File: src/hdl/flptw_pkg.sv
// Shared types, codes and the control store for the page-table walker.
// No dependencies; every other file refers to this package by scoped names.
package flptw_pkg;

    // input actions
    localparam logic [1:0] ACT_WRITE = 2'd0;
    localparam logic [1:0] ACT_TRANS = 2'd1;
    localparam logic [1:0] ACT_SETF  = 2'd2;
    localparam logic [1:0] ACT_NONE  = 2'd3;

    // result status codes
    localparam logic [1:0] ST_OK      = 2'd0;
    localparam logic [1:0] ST_NOTPRES = 2'd1;
    localparam logic [1:0] ST_REFUSED = 2'd2;
    localparam logic [1:0] ST_RANGE   = 2'd3;

    // page kinds
    localparam logic [1:0] KIND_4K = 2'd0;
    localparam logic [1:0] KIND_2M = 2'd1;
    localparam logic [1:0] KIND_1G = 2'd2;

    // walk levels (level 4 table is index 3)
    localparam logic [1:0] LVL_PML4 = 2'd3;
    localparam logic [1:0] LVL_PDPT = 2'd2;
    localparam logic [1:0] LVL_PD   = 2'd1;
    localparam logic [1:0] LVL_PT   = 2'd0;

    localparam int VA_W    = 48;
    localparam int PA_W    = 53;
    localparam int WORD_W  = 64;
    localparam int WIDX_W  = 14;
    localparam int ROOT_W  = 5;
    localparam int FRAME_W = 40;   // entry bits 51:12

    typedef logic [3:0] t_upc;

    // microcode steps
    localparam t_upc UPC_WAIT  = 4'd0;
    localparam t_upc UPC_DISP  = 4'd1;
    localparam t_upc UPC_WRITE = 4'd2;   // dispatch base: UPC_WRITE + action
    localparam t_upc UPC_TRANS = 4'd3;
    localparam t_upc UPC_SETF  = 4'd4;
    localparam t_upc UPC_NOP   = 4'd5;
    localparam t_upc UPC_READ  = 4'd6;
    localparam t_upc UPC_EVAL  = 4'd7;
    localparam t_upc UPC_POST  = 4'd8;
    localparam t_upc UPC_CLEAR = 4'd9;

    // jump conditions
    localparam logic [2:0] COND_NEXT    = 3'd0;
    localparam logic [2:0] COND_GOTO    = 3'd1;
    localparam logic [2:0] COND_ACCEPT  = 3'd2;
    localparam logic [2:0] COND_ACTION  = 3'd3;
    localparam logic [2:0] COND_FAULT   = 3'd4;
    localparam logic [2:0] COND_WALK    = 3'd5;
    localparam logic [2:0] COND_OUTFREE = 3'd6;
    localparam logic [2:0] COND_CLEAR   = 3'd7;

    typedef struct packed {
        logic take_in;
        logic mem_rd;
        logic eval;
        logic wr_word;
        logic clr;
        logic post;
    } t_ctrl;

    typedef struct packed {
        t_ctrl      ctrl;
        logic [2:0] cond;
        t_upc       target;
    } t_uword;

    typedef struct packed {
        logic       accept;
        logic       frame_bad;
        logic       cont;
        logic       clr_last;
        logic       out_free;
        logic [1:0] act;
    } t_sstat;

    localparam t_ctrl C_NONE  = '{default: 1'b0};
    localparam t_ctrl C_TAKE  = '{take_in: 1'b1, default: 1'b0};
    localparam t_ctrl C_READ  = '{mem_rd: 1'b1, default: 1'b0};
    localparam t_ctrl C_EVAL  = '{eval: 1'b1, default: 1'b0};
    localparam t_ctrl C_WRITE = '{wr_word: 1'b1, default: 1'b0};
    localparam t_ctrl C_CLR   = '{clr: 1'b1, default: 1'b0};
    localparam t_ctrl C_POST  = '{post: 1'b1, default: 1'b0};

    // control store
    function automatic t_uword uword(input t_upc upc);
        t_uword w;
        w = '{ctrl: C_NONE, cond: COND_GOTO, target: UPC_WAIT};
        unique case (upc)
            UPC_WAIT:  w = '{ctrl: C_TAKE,  cond: COND_ACCEPT,  target: UPC_DISP};
            UPC_DISP:  w = '{ctrl: C_NONE,  cond: COND_ACTION,  target: UPC_WRITE};
            UPC_WRITE: w = '{ctrl: C_WRITE, cond: COND_GOTO,    target: UPC_POST};
            UPC_TRANS: w = '{ctrl: C_NONE,  cond: COND_GOTO,    target: UPC_READ};
            UPC_SETF:  w = '{ctrl: C_NONE,  cond: COND_GOTO,    target: UPC_READ};
            UPC_NOP:   w = '{ctrl: C_NONE,  cond: COND_GOTO,    target: UPC_POST};
            UPC_READ:  w = '{ctrl: C_READ,  cond: COND_FAULT,   target: UPC_POST};
            UPC_EVAL:  w = '{ctrl: C_EVAL,  cond: COND_WALK,    target: UPC_READ};
            UPC_POST:  w = '{ctrl: C_POST,  cond: COND_OUTFREE, target: UPC_WAIT};
            UPC_CLEAR: w = '{ctrl: C_CLR,   cond: COND_CLEAR,   target: UPC_WAIT};
            default:   w = '{ctrl: C_NONE,  cond: COND_GOTO,    target: UPC_WAIT};
        endcase
        return w;
    endfunction

endpackage

File: src/hdl/flptw_useq.sv
// Microcode sequencer: step counter, control store lookup and jump logic.
// Depends on flptw_pkg.
module flptw_useq (
    input  logic               i_clk,
    input  logic               i_rst_n,
    input  flptw_pkg::t_sstat  i_stat,
    output flptw_pkg::t_ctrl   o_ctrl
);

    flptw_pkg::t_upc   r_upc;
    flptw_pkg::t_upc   n_upc;
    flptw_pkg::t_uword w_word;

    assign w_word = flptw_pkg::uword(r_upc);
    assign o_ctrl = w_word.ctrl;

    always_comb begin
        unique case (w_word.cond)
            flptw_pkg::COND_NEXT:    n_upc = r_upc + 1'b1;
            flptw_pkg::COND_GOTO:    n_upc = w_word.target;
            flptw_pkg::COND_ACCEPT:  n_upc = i_stat.accept ? w_word.target : r_upc;
            flptw_pkg::COND_ACTION:  n_upc = w_word.target + {2'b00, i_stat.act};
            flptw_pkg::COND_FAULT:   n_upc = i_stat.frame_bad ? w_word.target : r_upc + 1'b1;
            flptw_pkg::COND_WALK:    n_upc = i_stat.cont ? w_word.target : flptw_pkg::UPC_POST;
            flptw_pkg::COND_OUTFREE: n_upc = i_stat.out_free ? w_word.target : r_upc;
            flptw_pkg::COND_CLEAR:   n_upc = i_stat.clr_last ? w_word.target : r_upc;
            default:                 n_upc = flptw_pkg::UPC_WAIT;
        endcase
    end

    always_ff @(posedge i_clk) begin
        if (!i_rst_n) begin
            r_upc <= flptw_pkg::UPC_CLEAR;
        end else begin
            r_upc <= n_upc;
        end
    end

endmodule

File: config.mk
export PLATFORM = sky130hd
export DESIGN_NAME = flptw_useq
export DESIGN_NICKNAME = d
export VERILOG_FILES = /design/src/hdl/flptw_pkg.sv /design/src/hdl/flptw_useq.sv
export SDC_FILE = /design/constraint.sdc
export NUM_CORES = 1
export LEC_CHECK = 0
export BUFFER_PORTS_ARGS = -buffer_cell sky130_fd_sc_hd__buf_2
export CAP_MARGIN = 15
export CORE_ASPECT_RATIO = 0.6
export CORE_MARGIN = 1
export CORE_UTILIZATION = 34
export DETAILED_ROUTE_END_ITERATION = 12
export GPL_TIMING_DRIVEN = 0
export PLACE_DENSITY = 0.63
export SKIP_LAST_GASP = 1
export SYNTH_ARGS = -nofsm -noshare
export SYNTH_HDL_FRONTEND = slang
export SYNTH_SLANG_ARGS = --single-unit
File: constraint.sdc
create_clock -name i_clk -period 3.62 [get_ports i_clk]
set_input_delay 1.086 -clock i_clk [delete_from_list [all_inputs] [get_ports i_clk]]
set_output_delay 1.086 -clock i_clk [all_outputs]
set_load 0.005 [all_outputs]
==> impl_table.tex <==
\begin{tabular}{lr}
\hline
Metric & Value \\
\hline
\multicolumn{2}{l}{\textbf{Status}} \\
Result of the run & completed \\
\multicolumn{2}{l}{\textbf{Clocking}} \\
Latest clock arrival within the worst-skew pair & 250 ps \\
Post-CTS setup buffer count & 0 \\
CTS tree & yes \\
CTS-repair resized insts & 0 \\
Hold Buf Count CTS & 0 \\
Total clock sinks & 16 \\
Maximum buffer depth of the clock tree & 2 \\
Deepest level of the CTS H-tree & 1 \\
Clock input transition at the sequential cells of the worst setup and hold paths & $\sim$60 ps \\
Root Driver & sky130\_fd\_sc\_hd\_\_clkbuf\_8 \\
Total CTS buffers & 3 \\
\multicolumn{2}{l}{\textbf{Finish}} \\
Synth-to-layout area growth & 17.37\% \\
Diode insertion count for antenna repair & 0 \\
Layout net count & around 140 \\
Final cell utilization of the core & between 40\% and 50\% \\
Most common library cell in the layout ignoring fill and taps & sky130\_fd\_sc\_hd\_\_buf\_2 \\
Proportion of layout cells with a drive suffix above 1 & 31.20\% \\
Commonest cells after routing, fill and taps aside & 18 x sky130\_fd\_sc\_hd\_\_buf\_2, 16 x sky130\_fd\_sc\_hd\_\_dfxtp\_1, 8 x sky130\_fd\_sc\_hd\_\_inv\_1 \\
Final cell count without fillers & $\sim$170 \\
\multicolumn{2}{l}{\textbf{Pwr}} \\
P per Cell Area & slightly above 800 mW/mm\^{}2 \\
Peak supply drop & slightly below 0.3 mV \\
Lkg Pwr & 0.5505 nW \\
\multicolumn{2}{l}{\textbf{Detailed routing}} \\
Remaining number of nets flagged by the antenna check after routing & 0 \\
Routed Wire Length & 2150 um \\
Initial drt markers & 52 \\
TritonRoute pass-1 iters & 4 \\
Number of design rule violations left after detail routing & 0 \\
Detailed-route via count & $\sim$850 \\
Routed via count divided by cell count & 5.158 \\
Routed len/inst & between 10 and 15 um \\
\multicolumn{2}{l}{\textbf{Die}} \\
Total core area & between 0.002 and 0.003 sq mm \\
Starting Density & between 30\% and 40\% \\
Horizontal die dimension & $\sim$72 um \\
Number of ports placed on the die boundary & 15 \\
Die height & about 44 um \\
Number of core rows & 14 \\
Overall die area & around 0.0032 sq mm \\
\multicolumn{2}{l}{\textbf{STA}} \\
Hold violation count in the final report & 0 \\
Period Utilization, post-route & between 80\% and 90\% \\
Transition time of the tightest slew-check pin & roughly 560 ps \\
Unrepaired setup endpoints after global routing & no \\
Setup Viol. Count Final & 0 \\
Layout Skew & around 0.39 ps \\
Minimum hold slack & roughly 680 ps \\
Aggregate negative setup slack & 0 ps \\
Fmax & between 300 and 400 MHz \\
Max\_slew headroom & between 60\% and 70\% \\
Final max-slew violation count & 0 \\
Final period demand of the worst path & 3002 ps \\
\multicolumn{2}{l}{\textbf{Setup path}} \\
Critical path capture point type & flip-flop \\
Critical path destination & w\_word[6] \\
Worst setup startpoint & i\_stat[0] \\
Req. time, crit path & around 3800 ps \\
Arrival @ worst endpoint & between 3000 and 4000 ps \\
Destination of the worst register-to-register timing path & w\_word[6] \\
Largest stage delay on the critical path & $\sim$440 ps \\
Type of origin of the critical path & input port \\
R2r startpoint & w\_word[0] \\
Cell count of the worst reg-to-reg path & 8 \\
CP max-delay cell & sky130\_fd\_sc\_hd\_\_o311ai\_1 \\
Worst R2R Setup Slack & between 1000 and 1500 ps \\
Levels on crit path & 9 \\
Worst path cell trace & buf\_2 -> ha\_1 -> fa\_1 -> nand3b\_1 -> xnor2\_1 -> and2\_1 -> o311ai\_1 -> nand3\_1 -> o22ai\_1 \\
Buffers and inverters on the worst path & 1 \\
Maximum fanout count along the critical path & 5 \\
Delay-heaviest family, CP & compound AO/OA/AOI/OAI gates \\
Startpoint-to-endpoint class of the critical path & input port to flip-flop \\
\multicolumn{2}{l}{\textbf{Min path}} \\
Type of the tightest min-delay check & flip-flop to flip-flop \\
Hold wc startpoint & r\_upc[3] \\
\multicolumn{2}{l}{\textbf{Placed design}} \\
Count of placed standard cells including taps & around 160 \\
Post-detailed-placement half-perimeter wirelength & 1722 um \\
Number of I/O port buffers & 14 \\
Routability Congestion & 0.8207 \\
\multicolumn{2}{l}{\textbf{GRT}} \\
Overall Global Routing Usage & 15.59\% \\
Antenna violations before repair & 0 \\
Global-route wire length before repair & $\sim$3700 um \\
Maximum number of pins on one net before global-route repair & 11 \\
Final global-route overflow total & 0 \\
Via count of the first global-routing pass & slightly below 800 \\
\multicolumn{2}{l}{\textbf{Logic synthesis}} \\
\#FFs+latches synth & 16 \\
Number of instances in the synthesized netlist & roughly 110 \\
Number of flops mapped to enable cells by yosys & 0 \\
Mean area per synthesized cell & about 9.4 sq um \\
Post-synthesis net count & between 100 and 150 \\
Top FF cell, synth & sky130\_fd\_sc\_hd\_\_dfxtp\_1 \\
Number of distinct library cell variants in the gate-level netlist after synthesis & 48 \\
Netlist area before placement & around 0.001 sq mm \\
Syn. warnings & 0 \\
Sequential cell area fraction in the yosys report & between 30\% and 40\% \\
Fraction of registers with async set or reset after synthesis & 0\% \\
\multicolumn{2}{l}{\textbf{Flow run}} \\
Max-cap violation count & 0 \\
\hline
\end{tabular}
-- through the flow --
stage	power [W]	setup slack [ps]	area, sq um
5_1_grt	0.001049	463.4	1184
6_report	0.0009642	617.6	1184
2_1_floorplan	0.0006804	690.7	1008
3_5_place_dp	0.0008075	400.7	1129
3_3_place_gp	0.0007948	450.9	1129
4_1_cts	0.0009634	635.0	1184
-- final cells by class --
| class | count | area (sq um) |
|---|---|---|
| plain buffers | 11 | 68.82 |
| clock buffers | 4 | 55.05 |
| fillers | 267 | 1479 |
| inverters | 9 | 33.78 |
| multi-input cells | 71 | 585.6 |
| flip-flops and latches | 16 | 320.3 |
| well taps | 40 | 50.05 |
| repair buffers | 14 | 70.07 |
-- power breakdown --
part	leakage (nW)	switching [W]	internal, W
clock	0.0288	0.0000587	0.0000964
sequential	0.132	0.0000563	0.000243
combinational	0.390	0.000283	0.000227
-- worst min-delay path: cells and delay by family, from the launching register on --
family	cells	cell delay, ps
buf+inv	1	110
compound gates	1	140
flops	1	380
-- registers in the layout (all words and copies together) (netlist names) --
name,flops
w_word,12
r_upc,4
-- layer usage --
layer  vias to the layer above  GRT usage (%)  routed length, um
li1                        430              -                  -
met1                       390          22.91               1112
met2                        29          22.24                815
met3                         2          4.784                211
met4                         0          3.529                 11
met5                         -              0                  0
-- worst min path at each step --
stage                to  cells after the start  slack [ps]
2_1_floorplan  r_upc[3]                      2         590
3_3_place_gp   r_upc[3]                      2         650
3_5_place_dp   r_upc[3]                      2         660
4_1_cts        r_upc[3]                      2         670
5_1_grt        r_upc[3]                      2         710
6_report       r_upc[3]                      2         680
-- synthesized netlist by cell type, types with 2 or more instances --
cell                      number  area [sq um]
sky130_fd_sc_hd__a31o_2        2         17.52
sky130_fd_sc_hd__nor2_1        2         7.510
sky130_fd_sc_hd__nor3b_1       2         15.01
sky130_fd_sc_hd__a32oi_1       2         17.52
sky130_fd_sc_hd__a31oi_1       3         18.77
sky130_fd_sc_hd__nor2b_1       2         12.51
sky130_fd_sc_hd__o21ai_0       2         10.01
sky130_fd_sc_hd__and3_1        2         12.51
sky130_fd_sc_hd__and2_1        3         18.77
sky130_fd_sc_hd__ha_1          7         87.58
sky130_fd_sc_hd__dfxtp_1      16         320.3
sky130_fd_sc_hd__nand3_1       4         20.02
sky130_fd_sc_hd__o211a_1       2         20.02
sky130_fd_sc_hd__nor3_1        4         20.02
sky130_fd_sc_hd__inv_1         8         30.03
sky130_fd_sc_hd__buf_2         4         20.02
sky130_fd_sc_hd__a21oi_1       3         15.01
sky130_fd_sc_hd__nand2_1       3         11.26
sky130_fd_sc_hd__buf_4         6         45.04
sky130_fd_sc_hd__o21ai_2       2         17.52
-- logic make-up after synthesis --
kind of cell | Yosys count | share of synthesized area [%]
adders and majority gates | 8 | 10.67
DFF | 16 | 31.76
muxes | 2 | 2.109
buffers and inverters | 20 | 10.17
xor gates and xnor gates | 1 | 0.8686
AOI/OAI and AO/OA | 31 | 26.43
and+or+nand+nor | 29 | 17.99
(Power assumes the default switching activity.)
